[config.mk]
export PLATFORM = sky130hd
export DESIGN_NAME = gated_frequency_counter_display_unit
export DESIGN_NICKNAME = d
export VERILOG_FILES = /design/src/hw/rtl/gfcd_pkg.sv /design/src/hw/rtl/gated_frequency_counter_display_unit.sv /design/src/hw/rtl/gfcd_front.sv /design/src/hw/rtl/gfcd_queue.sv /design/src/hw/rtl/gfcd_back.sv
export SDC_FILE = /design/constraint.sdc
export NUM_CORES = 1
export LEC_CHECK = 0
export BUFFER_PORTS_ARGS = -buffer_cell sky130_fd_sc_hd__buf_2
export CAP_MARGIN = 15
export CORE_AREA = 3 3 322 245
export DETAILED_ROUTE_END_ITERATION = 6
export DIE_AREA = 0 0 325 248
export GPL_TIMING_DRIVEN = 0
export SLEW_MARGIN = 20
export SYNTH_ARGS = -nofsm -noshare
export SYNTH_HDL_FRONTEND = slang
export SYNTH_SLANG_ARGS = --single-unit
[constraint.sdc]
create_clock -name clk_i -period 9.7 [get_ports clk_i]
set_input_delay 0.97 -clock clk_i [delete_from_list [all_inputs] [get_ports clk_i]]
set_output_delay 0.97 -clock clk_i [all_outputs]
set_load 0.05 [all_outputs]
[src/hw/rtl/gfcd_pkg.sv]
// shared types, constants and helper functions of the gated frequency counter display
`default_nettype none
package gfcd_pkg;

  // pulse counter width default
  localparam int COUNT_BITS_DEF = 24;

  // configuration port
  localparam int CFG_W     = 16;
  localparam int CFG_IDX_W = 4;

  typedef enum logic [CFG_IDX_W-1:0] {
    REG_GATE_TICKS   = 4'd0,
    REG_LED_ON_TICKS = 4'd1,
    REG_LED_OFF_END  = 4'd2,
    REG_KHZ_MODE     = 4'd3
  } cfg_reg_e;

  localparam logic [CFG_W-1:0] GATE_TICKS_RST   = 16'd1000;
  localparam logic [CFG_W-1:0] LED_ON_TICKS_RST = 16'd1000;
  localparam logic [CFG_W-1:0] LED_OFF_END_RST  = 16'd2000;

  // display geometry
  localparam int MEAS_W     = 24;
  localparam int SEG_W      = 8;
  localparam int NUM_POS    = 8;
  localparam int POS_W      = $clog2(NUM_POS);
  localparam int NUM_DIGITS = 6;
  localparam int DP_POS     = 3;
  localparam logic [SEG_W-1:0] DP_MASK = 8'h80;

  // largest value the six digits can show
  localparam int DISP_MAX = 999999;
  localparam int BIN_W    = 20;

  // binary to bcd conversion pipeline
  localparam int BCD_W      = 4 * NUM_DIGITS;
  localparam int DD_W       = BCD_W + BIN_W;
  localparam int DD_PER_STG = 4;
  localparam int DD_STAGES  = BIN_W / DD_PER_STG;

  // queue between front and back
  localparam int QUEUE_DEPTH = 4;
  localparam int QPTR_W      = $clog2(QUEUE_DEPTH);
  localparam int QCNT_W      = $clog2(QUEUE_DEPTH + 1);

  // what a tick does to the segment store
  typedef enum logic [1:0] {
    OP_HOLD  = 2'd0,
    OP_SHOW  = 2'd1,
    OP_CLEAR = 2'd2
  } disp_op_e;

  typedef struct packed {
    disp_op_e           op;
    logic               lamp;
    logic [POS_W-1:0]   scan;
    logic               khz;
    logic [BIN_W-1:0]   value;
    logic [MEAS_W-1:0]  measured;
  } q_entry_t;

  function automatic logic [SEG_W-1:0] glyph(input logic [3:0] digit);
    logic [SEG_W-1:0] code;
    unique case (digit)
      4'h0: code = 8'h3F;
      4'h1: code = 8'h06;
      4'h2: code = 8'h5B;
      4'h3: code = 8'h4F;
      4'h4: code = 8'h66;
      4'h5: code = 8'h6D;
      4'h6: code = 8'h7D;
      4'h7: code = 8'h07;
      4'h8: code = 8'h7F;
      4'h9: code = 8'h6F;
      4'hA: code = 8'h77;
      4'hB: code = 8'h7C;
      4'hC: code = 8'h39;
      4'hD: code = 8'h5E;
      4'hE: code = 8'h79;
      4'hF: code = 8'h71;
      default: code = '0;
    endcase
    return code;
  endfunction

  // four shift-and-add-3 steps of the double dabble conversion
  function automatic logic [DD_W-1:0] dd_step(input logic [DD_W-1:0] x);
    logic [DD_W-1:0] y;
    y = x;
    for (int s = 0; s < DD_PER_STG; s++) begin
      for (int d = 0; d < NUM_DIGITS; d++) begin
        if (y[BIN_W+4*d +: 4] >= 4'd5) begin
          y[BIN_W+4*d +: 4] = y[BIN_W+4*d +: 4] + 4'd3;
        end
      end
      y = {y[DD_W-2:0], 1'b0};
    end
    return y;
  endfunction

endpackage
`default_nettype wire

[src/hw/rtl/gated_frequency_counter_display_unit.sv]
// top level of the gated frequency counter with seven-segment scan output
`default_nettype none
// Gated frequency counter with an eight-position seven-segment scan buffer.
// Every input transaction carries a pulse flag and a millisecond tick flag;
// one transaction is taken per clock while in_ready_o is high, and only
// transactions with the tick flag set produce a result transaction (lamp,
// scanned position, segment pattern of that position, latched count). The
// front counts pulses and ticks and decides per tick whether the six
// digits are rewritten, cleared or left alone; a four-entry queue hands
// tick transactions to the back, which converts the saturated count to
// decimal in a five-stage shift-and-add-3 pipeline (four bits per stage),
// updates the segment store and loads the output register. A tick
// transaction passes through the queue, the conversion stages and then
// the output register; sustained rate is one transaction per clock while
// the output side takes one per clock. When the output stalls, the pipe
// holds and the queue fills, after which in_ready_o drops.
// Configuration writes are always taken (cfg_ready_o is tied high); an
// index beyond the four registers is ignored.
module gated_frequency_counter_display_unit #(
  parameter int COUNT_BITS = gfcd_pkg::COUNT_BITS_DEF
) (
  input  logic                           clk_i,
  input  logic                           rst_ni,
  // configuration write channel
  input  logic                           cfg_valid_i,
  output logic                           cfg_ready_o,
  input  logic [gfcd_pkg::CFG_IDX_W-1:0] cfg_index_i,
  input  logic [gfcd_pkg::CFG_W-1:0]     cfg_data_i,
  // input channel
  input  logic                           in_valid_i,
  output logic                           in_ready_o,
  input  logic                           pulse_i,
  input  logic                           tick_i,
  // result channel
  output logic                           out_valid_o,
  input  logic                           out_ready_i,
  output logic                           lamp_on_o,
  output logic [gfcd_pkg::POS_W-1:0]     digit_select_o,
  output logic [gfcd_pkg::SEG_W-1:0]     segments_o,
  output logic [gfcd_pkg::MEAS_W-1:0]    measured_count_o
);

  logic               accept;
  logic               push;
  logic               q_full;
  logic               q_valid;
  logic               q_pop;
  gfcd_pkg::q_entry_t front_entry;
  gfcd_pkg::q_entry_t q_entry;

  // registers can be written at any time
  assign cfg_ready_o = 1'b1;

  // only a full queue holds off the input side
  assign in_ready_o = !q_full;
  assign accept     = in_valid_i && in_ready_o;

  // counters, lamp timing and classification of each tick
  gfcd_front #(
    .COUNT_BITS (COUNT_BITS)
  ) u_front (
    .clk_i       (clk_i),
    .rst_ni      (rst_ni),
    .cfg_valid_i (cfg_valid_i),
    .cfg_index_i (cfg_index_i),
    .cfg_data_i  (cfg_data_i),
    .accept_i    (accept),
    .pulse_i     (pulse_i),
    .tick_i      (tick_i),
    .push_o      (push),
    .entry_o     (front_entry)
  );

  // decouples tick classification from the conversion pipe
  gfcd_queue u_queue (
    .clk_i   (clk_i),
    .rst_ni  (rst_ni),
    .push_i  (push),
    .entry_i (front_entry),
    .full_o  (q_full),
    .pop_i   (q_pop),
    .valid_o (q_valid),
    .entry_o (q_entry)
  );

  // decimal conversion, segment store and result register
  gfcd_back u_back (
    .clk_i            (clk_i),
    .rst_ni           (rst_ni),
    .q_valid_i        (q_valid),
    .q_entry_i        (q_entry),
    .q_pop_o          (q_pop),
    .out_valid_o      (out_valid_o),
    .out_ready_i      (out_ready_i),
    .lamp_on_o        (lamp_on_o),
    .digit_select_o   (digit_select_o),
    .segments_o       (segments_o),
    .measured_count_o (measured_count_o)
  );

endmodule
`default_nettype wire

[src/hw/rtl/gfcd_front.sv]
// front end: configuration registers, pulse and tick counters, tick classification
`default_nettype none
module gfcd_front #(
  parameter int COUNT_BITS = gfcd_pkg::COUNT_BITS_DEF
) (
  input  logic                            clk_i,
  input  logic                            rst_ni,
  input  logic                            cfg_valid_i,
  input  logic [gfcd_pkg::CFG_IDX_W-1:0]  cfg_index_i,
  input  logic [gfcd_pkg::CFG_W-1:0]      cfg_data_i,
  input  logic                            accept_i,
  input  logic                            pulse_i,
  input  logic                            tick_i,
  output logic                            push_o,
  output gfcd_pkg::q_entry_t              entry_o
);

  logic [gfcd_pkg::CFG_W-1:0] gate_ticks_q, led_on_ticks_q, led_off_end_q;
  logic                       khz_mode_q;

  logic [COUNT_BITS-1:0]      pulse_total_q, pulse_total_d;
  logic [COUNT_BITS-1:0]      latched_total_q, latched_total_d;
  logic [gfcd_pkg::CFG_W-1:0] gate_elapsed_q, gate_elapsed_d;
  logic [gfcd_pkg::CFG_W-1:0] lamp_elapsed_q, lamp_elapsed_d;
  logic [gfcd_pkg::POS_W-1:0] scan_q, scan_d;
  logic                       lamp_q, lamp_d;
  gfcd_pkg::disp_op_e         op;

  always_ff @(posedge clk_i or negedge rst_ni) begin
    if (!rst_ni) begin
      gate_ticks_q   <= gfcd_pkg::GATE_TICKS_RST;
      led_on_ticks_q <= gfcd_pkg::LED_ON_TICKS_RST;
      led_off_end_q  <= gfcd_pkg::LED_OFF_END_RST;
      khz_mode_q     <= 1'b0;
    end else if (cfg_valid_i) begin
      unique case (gfcd_pkg::cfg_reg_e'(cfg_index_i))
        gfcd_pkg::REG_GATE_TICKS:   gate_ticks_q   <= cfg_data_i;
        gfcd_pkg::REG_LED_ON_TICKS: led_on_ticks_q <= cfg_data_i;
        gfcd_pkg::REG_LED_OFF_END:  led_off_end_q  <= cfg_data_i;
        gfcd_pkg::REG_KHZ_MODE:     khz_mode_q     <= cfg_data_i[0];
        default: ;
      endcase
    end
  end

  always_comb begin
    pulse_total_d   = pulse_total_q;
    latched_total_d = latched_total_q;
    gate_elapsed_d  = gate_elapsed_q;
    lamp_elapsed_d  = lamp_elapsed_q;
    scan_d          = scan_q;
    lamp_d          = lamp_q;
    op              = gfcd_pkg::OP_HOLD;

    // saturating pulse count, taken before the tick
    if (pulse_i && (pulse_total_q != {COUNT_BITS{1'b1}})) begin
      pulse_total_d = pulse_total_q + COUNT_BITS'(1);
    end

    if (tick_i) begin
      gate_elapsed_d = gate_elapsed_q + gfcd_pkg::CFG_W'(1);
      lamp_elapsed_d = lamp_elapsed_q + gfcd_pkg::CFG_W'(1);
      scan_d         = scan_q + gfcd_pkg::POS_W'(1);

      if (gate_elapsed_d >= gate_ticks_q) begin
        gate_elapsed_d  = '0;
        latched_total_d = pulse_total_d;
        pulse_total_d   = '0;
      end

      if (lamp_elapsed_d < led_on_ticks_q) begin
        lamp_d = 1'b1;
      end else if (lamp_elapsed_d <= led_off_end_q) begin
        lamp_d = 1'b0;
        op     = gfcd_pkg::OP_SHOW;
      end else begin
        lamp_elapsed_d = '0;
        op             = gfcd_pkg::OP_CLEAR;
      end
    end
  end

  always_ff @(posedge clk_i or negedge rst_ni) begin
    if (!rst_ni) begin
      pulse_total_q   <= '0;
      latched_total_q <= '0;
      gate_elapsed_q  <= '0;
      lamp_elapsed_q  <= '0;
      scan_q          <= '0;
      lamp_q          <= 1'b0;
    end else if (accept_i) begin
      pulse_total_q   <= pulse_total_d;
      latched_total_q <= latched_total_d;
      gate_elapsed_q  <= gate_elapsed_d;
      lamp_elapsed_q  <= lamp_elapsed_d;
      scan_q          <= scan_d;
      lamp_q          <= lamp_d;
    end
  end

  assign push_o = accept_i && tick_i;

  always_comb begin
    entry_o.op       = op;
    entry_o.lamp     = lamp_d;
    entry_o.scan     = scan_q;
    entry_o.khz      = khz_mode_q;
    entry_o.measured = gfcd_pkg::MEAS_W'(latched_total_d);
    // clamp to what six digits can show
    if (latched_total_d > COUNT_BITS'(gfcd_pkg::DISP_MAX)) begin
      entry_o.value = gfcd_pkg::BIN_W'(gfcd_pkg::DISP_MAX);
    end else begin
      entry_o.value = latched_total_d[gfcd_pkg::BIN_W-1:0];
    end
  end

endmodule
`default_nettype wire

[src/hw/rtl/gfcd_queue.sv]
// short fifo of tick transactions between front and back
`default_nettype none
module gfcd_queue (
  input  logic               clk_i,
  input  logic               rst_ni,
  input  logic               push_i,
  input  gfcd_pkg::q_entry_t entry_i,
  output logic               full_o,
  input  logic               pop_i,
  output logic               valid_o,
  output gfcd_pkg::q_entry_t entry_o
);

  gfcd_pkg::q_entry_t              mem_q [gfcd_pkg::QUEUE_DEPTH];
  logic [gfcd_pkg::QPTR_W-1:0]     wr_q, rd_q;
  logic [gfcd_pkg::QCNT_W-1:0]     cnt_q;

  assign valid_o = (cnt_q != '0);
  assign full_o  = (cnt_q == gfcd_pkg::QCNT_W'(gfcd_pkg::QUEUE_DEPTH));
  assign entry_o = mem_q[rd_q];

  always_ff @(posedge clk_i) begin
    if (push_i) begin
      mem_q[wr_q] <= entry_i;
    end
  end

  always_ff @(posedge clk_i or negedge rst_ni) begin
    if (!rst_ni) begin
      wr_q  <= '0;
      rd_q  <= '0;
      cnt_q <= '0;
    end else begin
      if (push_i) begin
        wr_q <= (wr_q == gfcd_pkg::QPTR_W'(gfcd_pkg::QUEUE_DEPTH - 1)) ? '0
                                                                       : wr_q + 1'b1;
      end
      if (pop_i) begin
        rd_q <= (rd_q == gfcd_pkg::QPTR_W'(gfcd_pkg::QUEUE_DEPTH - 1)) ? '0
                                                                       : rd_q + 1'b1;
      end
      if (push_i && !pop_i) begin
        cnt_q <= cnt_q + 1'b1;
      end else if (!push_i && pop_i) begin
        cnt_q <= cnt_q - 1'b1;
      end
    end
  end

endmodule
`default_nettype wire

[src/hw/rtl/gfcd_back.sv]
// back end: pipelined bcd conversion, segment store update and output register
`default_nettype none
module gfcd_back (
  input  logic                          clk_i,
  input  logic                          rst_ni,
  input  logic                          q_valid_i,
  input  gfcd_pkg::q_entry_t            q_entry_i,
  output logic                          q_pop_o,
  output logic                          out_valid_o,
  input  logic                          out_ready_i,
  output logic                          lamp_on_o,
  output logic [gfcd_pkg::POS_W-1:0]    digit_select_o,
  output logic [gfcd_pkg::SEG_W-1:0]    segments_o,
  output logic [gfcd_pkg::MEAS_W-1:0]   measured_count_o
);

  localparam int NSTG = gfcd_pkg::DD_STAGES;

  gfcd_pkg::q_entry_t          ent_q  [NSTG];
  logic [gfcd_pkg::DD_W-1:0]   dd_q   [NSTG];
  logic [NSTG-1:0]             vld_q;

  logic [gfcd_pkg::SEG_W-1:0]  store_q [gfcd_pkg::NUM_POS];
  logic [gfcd_pkg::SEG_W-1:0]  store_d [gfcd_pkg::NUM_POS];
  logic [gfcd_pkg::BCD_W-1:0]  bcd;
  gfcd_pkg::q_entry_t          last;

  logic                        out_valid_q;
  logic                        en;

  // whole pipe moves when the output register can take a transaction
  assign en      = !out_valid_q || out_ready_i;
  assign q_pop_o = en && q_valid_i;

  always_ff @(posedge clk_i or negedge rst_ni) begin
    if (!rst_ni) begin
      vld_q <= '0;
    end else if (en) begin
      vld_q[0] <= q_valid_i;
      for (int i = 1; i < NSTG; i++) begin
        vld_q[i] <= vld_q[i-1];
      end
    end
  end

  always_ff @(posedge clk_i) begin
    if (en) begin
      ent_q[0] <= q_entry_i;
      dd_q[0]  <= gfcd_pkg::dd_step(gfcd_pkg::DD_W'(q_entry_i.value));
      for (int i = 1; i < NSTG; i++) begin
        ent_q[i] <= ent_q[i-1];
        dd_q[i]  <= gfcd_pkg::dd_step(dd_q[i-1]);
      end
    end
  end

  assign last = ent_q[NSTG-1];
  assign bcd  = dd_q[NSTG-1][gfcd_pkg::DD_W-1 -: gfcd_pkg::BCD_W];

  always_comb begin
    store_d = store_q;
    if (vld_q[NSTG-1]) begin
      unique case (last.op)
        gfcd_pkg::OP_HOLD: ;
        gfcd_pkg::OP_SHOW: begin
          for (int i = 0; i < gfcd_pkg::NUM_DIGITS; i++) begin
            store_d[i] = gfcd_pkg::glyph(bcd[4*i +: 4]);
          end
          if (last.khz) begin
            store_d[gfcd_pkg::DP_POS] = store_d[gfcd_pkg::DP_POS] | gfcd_pkg::DP_MASK;
          end
        end
        gfcd_pkg::OP_CLEAR: begin
          store_d[0] = gfcd_pkg::glyph(4'd0);
          store_d[1] = gfcd_pkg::glyph(4'd0);
          for (int i = 2; i < gfcd_pkg::NUM_POS; i++) begin
            store_d[i] = '0;
          end
        end
        default: ;
      endcase
    end
  end

  always_ff @(posedge clk_i or negedge rst_ni) begin
    if (!rst_ni) begin
      for (int i = 0; i < gfcd_pkg::NUM_POS; i++) begin
        store_q[i] <= '0;
      end
      out_valid_q <= 1'b0;
    end else if (en) begin
      store_q     <= store_d;
      out_valid_q <= vld_q[NSTG-1];
    end
  end

  always_ff @(posedge clk_i) begin
    if (en && vld_q[NSTG-1]) begin
      lamp_on_o        <= last.lamp;
      digit_select_o   <= last.scan;
      segments_o       <= store_d[last.scan];
      measured_count_o <= last.measured;
    end
  end

  assign out_valid_o = out_valid_q;

endmodule
`default_nettype wire
==> results of run 1 <==
==> through the flow <==
step / setup WS (ns) / hold WS [ns] / instances / setup TNS (ns)
2_1_floorplan: 0.0911 / 0.400 / 2874 / 0
3_3_place_gp: -3.78 / 0.400 / 3973 / -977.82
3_5_place_dp: 4.12 / 0.405 / 3985 / 0
4_1_cts: 4.08 / 0.243 / 4122 / 0
5_1_grt: 3.68 / 0.259 / 4122 / 0
6_report: 4.12 / 0.259 / 4122 / 0
==> cell type report <==
class / instances / area, sq um
Buffer: 95 / 380
Clock buffer: 100 / 2120
Clock inverter: 37 / 342
Fill cell: 6504 / 36300
Inverter: 216 / 811
Multi-Input combinational cell: 1843 / 13800
Sequential cell: 720 / 20600
Tap cell: 1035 / 1290
Timing Repair Buffer: 76 / 631
==> flip-flops by register name (all words and copies together) (netlist names), 2 cells and up <==
signal,flops
u_queue.mem_q,204
u_back.ent_q,200
u_back.dd_q,70
u_back.store_q,64
u_back.measured_count_o,24
u_front.latched_total_q,24
u_front.pulse_total_q,24
u_front.gate_elapsed_q,16
u_front.gate_ticks_q,16
u_front.lamp_elapsed_q,16
u_front.led_off_end_q,16
u_front.led_on_ticks_q,16
u_back.segments_o,8
u_back.vld_q,5
u_back.digit_select_o,3
u_front.scan_q,3
u_queue.cnt_q,3
u_queue.rd_q,2
u_queue.wr_q,2
==> worst min-delay path by stage <==
stage                                      to  cells after the start                           start  slack [ns]
6_report       u_back.store_q[22]$_DFFE_PN0N_                      1                          rst_ni        0.26
3_3_place_gp   u_back.ent_q[0][252]$_DFFE_PN_                      0  u_back.ent_q[0][201]$_DFFE_PN_        0.40
5_1_grt        u_back.store_q[22]$_DFFE_PN0N_                      1                          rst_ni        0.26
4_1_cts         u_back.store_q[5]$_DFFE_PN0N_                      1                          rst_ni        0.24
3_5_place_dp   u_back.ent_q[0][122]$_DFFE_PN_                      0   u_back.ent_q[0][71]$_DFFE_PN_        0.40
2_1_floorplan  u_back.ent_q[0][100]$_DFFE_PN_                      0   u_back.ent_q[0][49]$_DFFE_PN_        0.40
==> synth_stat cells, drive strengths merged (22+ instances only) <==
master,n,area [sq um]
dfrtp,192,4800
mux4,63,1420
nor3,28,150
and2,44,275
a21o,25,188
inv,216,811
nand2,292,1100
mux2i,97,971
a22o,29,254
nor2b,36,225
a21oi,139,696
mux2,57,642
ha,213,2670
xnor2,85,744
nand3,51,255
nor2,139,522
o21ai,194,971
clkbuf,77,293
edfxtp,510,15300
a211oi,22,170
xor2,29,254
nand2b,54,338
nor3b,25,188
==> layout by cell type (no fill, tap or decap), drive strengths merged, types with 9 or more instances in the layout <==
cell type,Yosys,layout
edfxtp,510,510
nand2,292,292
inv,216,221
ha,213,213
o21ai,194,194
dfrtp,192,192
clkbuf,77,179
nor2,139,139
a21oi,139,139
mux2i,97,97
buf,18,92
xnor2,85,85
mux4,63,63
mux2,57,57
nand2b,54,54
nand3,51,51
and2,44,44
nor2b,36,36
xor2,29,29
a22o,29,29
nor3,28,28
nor3b,25,25
a21o,25,25
clkinv,0,24
a211oi,22,22
o21a,21,21
and3,18,18
dfstp,18,18
o31ai,16,16
nand4,15,15
a31oi,13,13
o211ai,13,13
a21boi,11,11
o22a,9,9
a221oi,9,9
o22ai,9,9
==> critical path, delay by kind of cell (launching register included) <==
family                     cells  cell delay, ns
AOI/OAI and AO/OA              6            2.25
adders and majority gates      2            0.53
and+or+nand+nor                7            1.24
xor gates and xnor gates       1            0.19
buffers and inverters          2            0.64
DFF                            1            0.43
==> cell families (layout without fill, tap and decap cells) <==
logic type / count (synthesis) / in the layout / share of synthesized area
xor+xnor: 114 / 114 / 0.0281
fa+ha+maj: 214 / 214 / 0.0755
buf+inv: 311 / 524 / 0.0333
flops: 720 / 720 / 0.579
mux: 217 / 217 / 0.0852
other cells: 1 / 1 / 0.000105
simple gates: 723 / 723 / 0.0967
compound gates: 574 / 574 / 0.102
==> routing by layer <==
layer | wire (microns) | up-vias | global-route usage
met3 | 3210 | 105 | 0.0306
met1 | 33500 | 11100 | 0.246
met4 | 1660 | 0 | 0.0528
li1 | - | 10700 | -
met5 | 0 | - | 0
met2 | 34300 | 425 | 0.303
==> impl_metrics.toml, run 1 <==
[global_routing]
grt_pass1_wl_microns = 119000
overflow = 0
grt_pass1_vias = 22700
antenna_found_initial = 1
grt_use_total = 0.181
grt_max_degree = 86

[logic_synthesis]
ys.warnings.count = 0
synth_area_sq_um = 35600
synth-seq-cells = 720
synthDistinctLibCells = 81
ys.flop_type = "edfxtp_1"
synth_nets = 3115
synth_edf_count = 510
yosysSeqAreaShare = 0.579
synthCells = 2874
async_reset_ff_frac = 0.292
syn_area_per_cell_sq_um = 12.4

[clock_tree]
cts_inserted_buffers = 74
cts-root-buf = "clkbuf_16"
cts_hold_buf = 0
cts_sinks = 720
cts_setup_buffers = 0
insertion_delay_ns = 0.62
cts_tree = "done"
htreeDepth = 3
cts-resized-gates = 0
cts.path.max_buffers = 3
cts.reportedPaths.clkPinSlew_ns = 0.06

[route]
ant_nets = 0
via_per_inst = 5.41
dr.pass1.iters = 7
drt_iter0_markers = 1534
wl_per_cell_microns = 17.6
vias = 22300
routed_wl_microns = 72700
drcViolationCount = 0

[floorplan]
die_w_microns = 325
die_area_sq_um = 80600
ios = 66
die_height_microns = 248
core_sq_um = 76300
start_util = 0.466
fp-row-count = 88

[critical_path]
cpPeakStageDelay_ns = 0.72
cp_max_fo = 10
critical_path_arrival_ns = 5.92
startpoint = "u_front.gate_elapsed_q[0]$_DFFE_PN0P_"
path_cells = "ha_1 -> nand4_1 -> nor2_1 -> nand2_1 -> nor2_1 -> and3_1 -> xor2_1 -> ha_1 -> a21oi_1 -> nand2_1 -> a221o_1 -> o31ai_2 -> clkbuf_1 -> a21oi_1 -> o32ai_1 -> a21boi_2 -> buf_4 -> and2_1"
crit_required_ns = 10.04
worstSetupPathType = "flip-flop to flip-flop"
crit_end = "u_queue.mem_q[1][37]$_DFFE_PP_"
critPathLaunchType = "flip-flop"
cp-end-kind = "flip-flop"
worstReg2RegEnd = "u_queue.mem_q[1][37]$_DFFE_PP_"
reg2reg_slack_ns = 4.12
ff2ff_path_depth = 18
cp_slowest_cell = "o31ai_2"
r2r-start = "u_front.gate_elapsed_q[0]$_DFFE_PN0P_"

[layout]
final_cell_area_sq_um = 40000
drive_gt1_frac = 0.120
fin_util = 0.524
syn_to_final_growth_pct = 12.4
diodes = 0
finalNetCount = 3267

[run_status]
status = "complete, no violations"

[timing]
setup_violations = 0
max-slew-margin-rel = 0.339
fin_skew_ns = 0.0312
layout_min_cycle_time_ns = 5.58
fmax_ghz = 0.179
grt_setup_unrepaired = "no"
slew_violations = 0
worst_slew_pin_slew_ns = 0.990
fin_crit_sh = 0.575
hold_viol = 0

[placement]
gp_congestion = 0.868
dpl_cell_area_sq_um = 37500
port_buffers = 64
post-dp-hpwl_microns = 50900

[hold_path]
hold_class = "input pin to async pin"

[run]
maxCapViolCount = 0
Power of run 1 is not shown: default switching activity piles up to over one toggle a cycle in this logic, so the estimate is an artifact.
==> run 2, diff against run 1 <==
Clock period 9.7 ns to 4.7 ns, I/O delays scaled along.
==> run 2 against run 1 <==
Effect of this change:
- flip-flop and latch count unchanged
- maximum frequency rose by 24%
- critical path depth unchanged
- setup slack worse by 3.9 ns
- die area unchanged
- critical path type unchanged
- highest routed layer unchanged
==> impl_metrics.toml, run 2 (synthesis results as in run 1) <==
[run_status]
status = "complete, no violations"

[route]
dr.pass1.iters = 7
vias = 22400
drt_iter0_markers = 1399
via_per_inst = 5.42
routed_wl_microns = 73200
ant_nets = 0
wl_per_cell_microns = 17.7
drcViolationCount = 0

[layout]
final_common_cell = "edfxtp_1"
top_register = "u_queue.mem_q"
mostFrequentLayoutCells = "edfxtp_1, nand2_1, inv_1, ha_1, dfrtp_1"
syn_to_final_growth_pct = 14.0
fillers = 6414
drive_gt1_frac = 0.146
largest_register_ffs = 204
finalNetCount = 3281
diodes = 0
final_cell_area_sq_um = 40600
reg_top3 = "u_queue.mem_q (204), u_back.ent_q (200), u_back.dd_q (70)"

[critical_path]
cpPeakStageDelay_ns = 0.37
critical_path_arrival_ns = 4.82
path_cells = "buf_4 -> and3_1 -> nand3_4 -> nor4_4 -> and3_4 -> xor2_2 -> ha_1 -> and4_1 -> and2_1 -> and4_2 -> o31a_1 -> buf_6 -> mux2i_4 -> inv_2 -> nor4_4 -> a21boi_4 -> clkbuf_16 -> nand2_2"
cp.depth = 18
crit_required_ns = 5.03
worstSetupPathType = "flip-flop to flip-flop"
worst-path-buf-inv = 4
cp_max_fo = 9
critPathLaunchType = "flip-flop"
cp_slowest_cell = "dfrtp_1"
cp_common_cell = "nor4_4"
ff2ff_path_depth = 18
cp-end-kind = "flip-flop"
critical-path-top-delay-family = "simple AND/OR/NAND/NOR gates"

[hold_path]
hold_depth = 3
hold_class = "input pin to flip-flop"

[timing]
layout_min_cycle_time_ns = 4.49
worst_slew_pin_slew_ns = 1.02
slew_violations = 0
fmax_ghz = 0.223
fin_crit_sh = 0.956
setup_violations = 0
max-slew-margin-rel = 0.316
grt_setup_unrepaired = "yes"
fin_skew_ns = 0.0337
hold_viol = 0

[clock_tree]
cts-root-buf = "clkbuf_16"
cts_tree = "done"
cts.reportedPaths.clkPinSlew_ns = 0.06
cts_inserted_buffers = 74
cts.path.max_buffers = 3
insertion_delay_ns = 0.64
htreeDepth = 3
cts_sinks = 720

[run]
maxCapViolCount = 0

[global_routing]
overflow = 0
antenna_found_initial = 3
grt_pass1_wl_microns = 118000
grt_pass1_vias = 22500
grt_max_degree = 110
grt_use_total = 0.181

[floorplan]
die_area_sq_um = 80600
fp-row-count = 88
ios = 66
start_util = 0.466
core_sq_um = 76300
die_w_microns = 325
die_height_microns = 248

[placement]
gp_congestion = 0.865
post-dp-hpwl_microns = 50600
dpl_cell_area_sq_um = 37500
port_buffers = 64
## run 2: cell count changes in the layout (fill, tap and decap cells not counted), moves of 5 or more
cell | before | now
a21oi_1 | 139 | 123
a21oi_2 | 0 | 13
and2_1 | 39 | 33
o21ai_0 | 191 | 186
xnor2_2 | 0 | 6
xnor2_1 | 85 | 78
ha_1 | 213 | 208
and2_4 | 5 | 10
clkbuf_8 | 9 | 2
mux2i_1 | 97 | 91
buf_4 | 2 | 17
## run 2: worst paths after layout
| check | to | slack (ns) | startpoint |
|---|---|---|---|
| max in group asynchronous | u_front.led_on_ticks_q[9]$_DFFE_PN1P_ | 3.05 | rst_ni |
| min in group asynchronous | u_back.store_q[21]$_DFFE_PN0N_ | 0.37 | rst_ni |
| min | u_front.gate_ticks_q[5]$_DFFE_PN1P_ | 0.09 | cfg_data_i[5] |
| min reg2reg | u_back.ent_q[0][149]$_DFFE_PN_ | 0.41 | u_back.ent_q[0][98]$_DFFE_PN_ |
| max | u_queue.mem_q[0][26]$_DFFE_PP_ | 0.21 | u_front.gate_elapsed_q[0]$_DFFE_PN0P_ |
| max reg2reg | u_queue.mem_q[0][26]$_DFFE_PP_ | 0.21 | u_front.gate_elapsed_q[0]$_DFFE_PN0P_ |
## run 2: area by class of cell
type,count,area (sq um),share of cell area
Buffer,95,419,0.0103
Clock buffer,94,1990,0.0490
Clock inverter,42,508,0.0125
Inverter,216,811,0.0200
Multi-Input combinational cell,1843,14300,0.351
Sequential cell,720,20600,0.507
Tap cell,1035,1290,0.0319
Timing Repair Buffer,90,706,0.0174
## run 2: tightest hold or removal path, delay by kind of cell
kind | cells | cell delay, ns
compound gates | 1 | 0.07
buf+inv | 1 | 0.12
simple gates | 1 | 0.05
## run 2: stage by stage
stage / hold WS (ns) / setup TNS [ns] / setup WS, ns / util / std cells
after global placement: 0.401 / -279.52 / -0.799 / 0.488 / 3973
after CTS: 0.0335 / 0 / 0.00658 / 0.526 / 4127
after detailed placement: 0.405 / -76.95 / -0.829 / 0.491 / 3981
after global routing: 0.0495 / -0.189 / -0.0743 / 0.532 / 4135
after floorplan: 0.174 / 0 / 0.212 / - / 2874
final: 0.0877 / 0 / 0.207 / 0.532 / 4135
## run 2: timing repair
item | in CTS | in global routing
hold buffers | 1 | 0
pin swaps | 4 | 16
hold endpoints to repair | 61 | 0
endpoints found under the setup margin | 194 | 155
gates cloned | 0 | 1
gates resized for setup | 27 | 88
setup buffers | 9 | 7
## run 2: metal layers
| layer | GRT usage | wire, microns | part of all wire | vias up |
|---|---|---|---|---|
| met5 | 0 | 0 | 0 | - |
| met4 | 0.0505 | 1490 | 0.020 | 0 |
| met3 | 0.0337 | 3090 | 0.042 | 100 |
| met2 | 0.304 | 34900 | 0.48 | 444 |
| met1 | 0.243 | 33700 | 0.46 | 11100 |
| li1 | - | - | - | 10800 |
Power of run 2 is left out for the same reason.
==> run 3, diff against run 2 <==
Settings changed: SETUP_SLACK_MARGIN from default to 0.3.
==> run 3 against run 2 <==
Effect of this change:
- critical path depth is 1 higher
- register-to-register slack worse by 0.05 ns
- wire length is 2.3% higher
- worst hold slack worse by 0.012 ns
- flip-flop and latch count stayed put
- clock-buffer cell count is 3 higher
- largest cell class unchanged
- critical endpoint is now u_queue.mem_q[0][29]$_DFFE_PP_
- sequential share of layout area is 1.1 points lower
==> impl_metrics.toml, run 3 (synthesis results as in run 1) <==
[timing]
worst_slew_pin_slew_ns = 0.985
fin_crit_sh = 0.967
fin_skew_ns = 0.0350
hold_viol = 0
setup_violations = 0
slew_violations = 0
hold_slack_ns = 0.0762
layout_min_cycle_time_ns = 4.54
grt_setup_unrepaired = "yes"
max-slew-margin-rel = 0.344
fmax_ghz = 0.220

[layout]
final_common_cell = "edfxtp_1"
final_cell_area_sq_um = 41500
top_register = "u_queue.mem_q"
largest_register_ffs = 204
finalNetCount = 3334
drive_gt1_frac = 0.188
fin_util = 0.544
diodes = 0
syn_to_final_growth_pct = 16.6
reg_top3 = "u_queue.mem_q (204), u_back.ent_q (200), u_back.dd_q (70)"
mostFrequentLayoutCells = "edfxtp_1, nand2_1, inv_1, ha_1, dfrtp_1"

[critical_path]
cp_max_fo = 5
crit_required_ns = 5.05
cp.depth = 19
ff2ff_path_depth = 19
worstSetupPathType = "flip-flop to flip-flop"
path_cells = "buf_6 -> and3_4 -> nand3_4 -> nor4_4 -> and3_4 -> xor2_2 -> ha_1 -> and4_1 -> a221o_1 -> o31a_1 -> buf_6 -> mux2i_4 -> inv_2 -> nor4_4 -> a21boi_4 -> buf_12 -> buf_12 -> buf_16 -> nand2_4"
worst-path-buf-inv = 6
cpPeakStageDelay_ns = 0.41
critical_path_arrival_ns = 4.90
cp-end-kind = "flip-flop"
cp_slowest_cell = "dfrtp_1"
critPathLaunchType = "flip-flop"
critical-path-top-delay-family = "simple AND/OR/NAND/NOR gates"

[run]
maxCapViolCount = 0

[floorplan]
start_util = 0.466
core_sq_um = 76300
die_height_microns = 248
fp-row-count = 88
die_area_sq_um = 80600
die_w_microns = 325
ios = 66

[clock_tree]
insertion_delay_ns = 0.64
cts-root-buf = "clkbuf_16"
htreeDepth = 3
cts_sinks = 720
cts_inserted_buffers = 75
cts.reportedPaths.clkPinSlew_ns = 0.07
cts_tree = "done"
cts.path.max_buffers = 3

[placement]
dpl_cell_area_sq_um = 37500
port_buffers = 64
gp_congestion = 0.865
post-dp-hpwl_microns = 50100

[hold_path]
hold_class = "input pin to flip-flop"
hold_depth = 3

[route]
dr.pass1.iters = 7
vias = 22700
drcViolationCount = 0
drt_iter0_markers = 1855
ant_nets = 0
wl_per_cell_microns = 17.9
via_per_inst = 5.43
routed_wl_microns = 74800

[global_routing]
grt_pass1_vias = 22500
grt_pass1_wl_microns = 118000
antenna_found_initial = 2
grt_max_degree = 154
overflow = 0
grt_use_total = 0.182

[run_status]
status = "complete, no violations"
==> run 3: cell types whose count changed in the layout (fill, tap and decap cells not counted), moves of 7 or more <==
cell	change
xnor2_1	-12
nand2_1	-10
xnor2_2	+11
buf_4	+47
a21oi_1	-9
ha_2	+7
ha_1	-11
o21ai_0	-8
==> run 3: final cells by class <==
cell class / instances / area (sq um)
fillers: 6276 / 34800
clock buffers: 97 / 2060
plain buffers: 95 / 434
flip-flops and latches: 720 / 20600
inverters: 216 / 811
clock inverters: 41 / 377
well taps: 1035 / 1290
multi-input cells: 1843 / 14800
repair buffers: 142 / 1120
==> run 3: worst min-delay path, stage by stage <==
cell,delay [ns]
buf_2,0.10
nand2_1,0.05
o21ai_0,0.06
==> run 3: through the flow <==
stage	setup WS, ns	setup TNS, ns	std cells
floorplan	0.343	0	2874
global placement	-0.895	-295.09	3973
detailed placement	-0.984	-98.43	3980
CTS	0.235	0	4154
global route	-0.0369	-0.441	4189
finish	0.155	0	4189
==> run 3: routing by layer <==
layer	track usage	vias up	wire, microns
li1	-	10900	-
met1	0.245	11200	33800
met2	0.307	488	35800
met3	0.0308	117	3570
met4	0.0493	0	1580
met5	0	-	0
==> run 3: final timing paths <==
path	start	endpoint	slack (ns)
setup / recovery	u_front.gate_elapsed_q[0]$_DFFE_PN0P_	u_queue.mem_q[0][29]$_DFFE_PP_	0.16
hold / removal	cfg_data_i[12]	u_front.gate_ticks_q[12]$_DFFE_PN0P_	0.08
setup reg to reg	u_front.gate_elapsed_q[0]$_DFFE_PN0P_	u_queue.mem_q[0][29]$_DFFE_PP_	0.16
hold reg to reg	u_back.ent_q[0][220]$_DFFE_PN_	u_back.measured_count_o[16]$_DFFE_PP_	0.41
max in group asynchronous	rst_ni	u_front.led_on_ticks_q[8]$_DFFE_PN1P_	3.05
min in group asynchronous	rst_ni	u_back.store_q[21]$_DFFE_PN0N_	0.33
==> run 3: what timing repair did <==
action                                  CTS  global route
hold buffers                              1             0
buffers inserted                         33            35
endpoints found under the setup margin  226           190
resized for setup                       100           140
pin swaps                                20            35
cloned                                    2             0
hold endpoints to repair                 51             0
Power of run 3 is left out for the same reason.
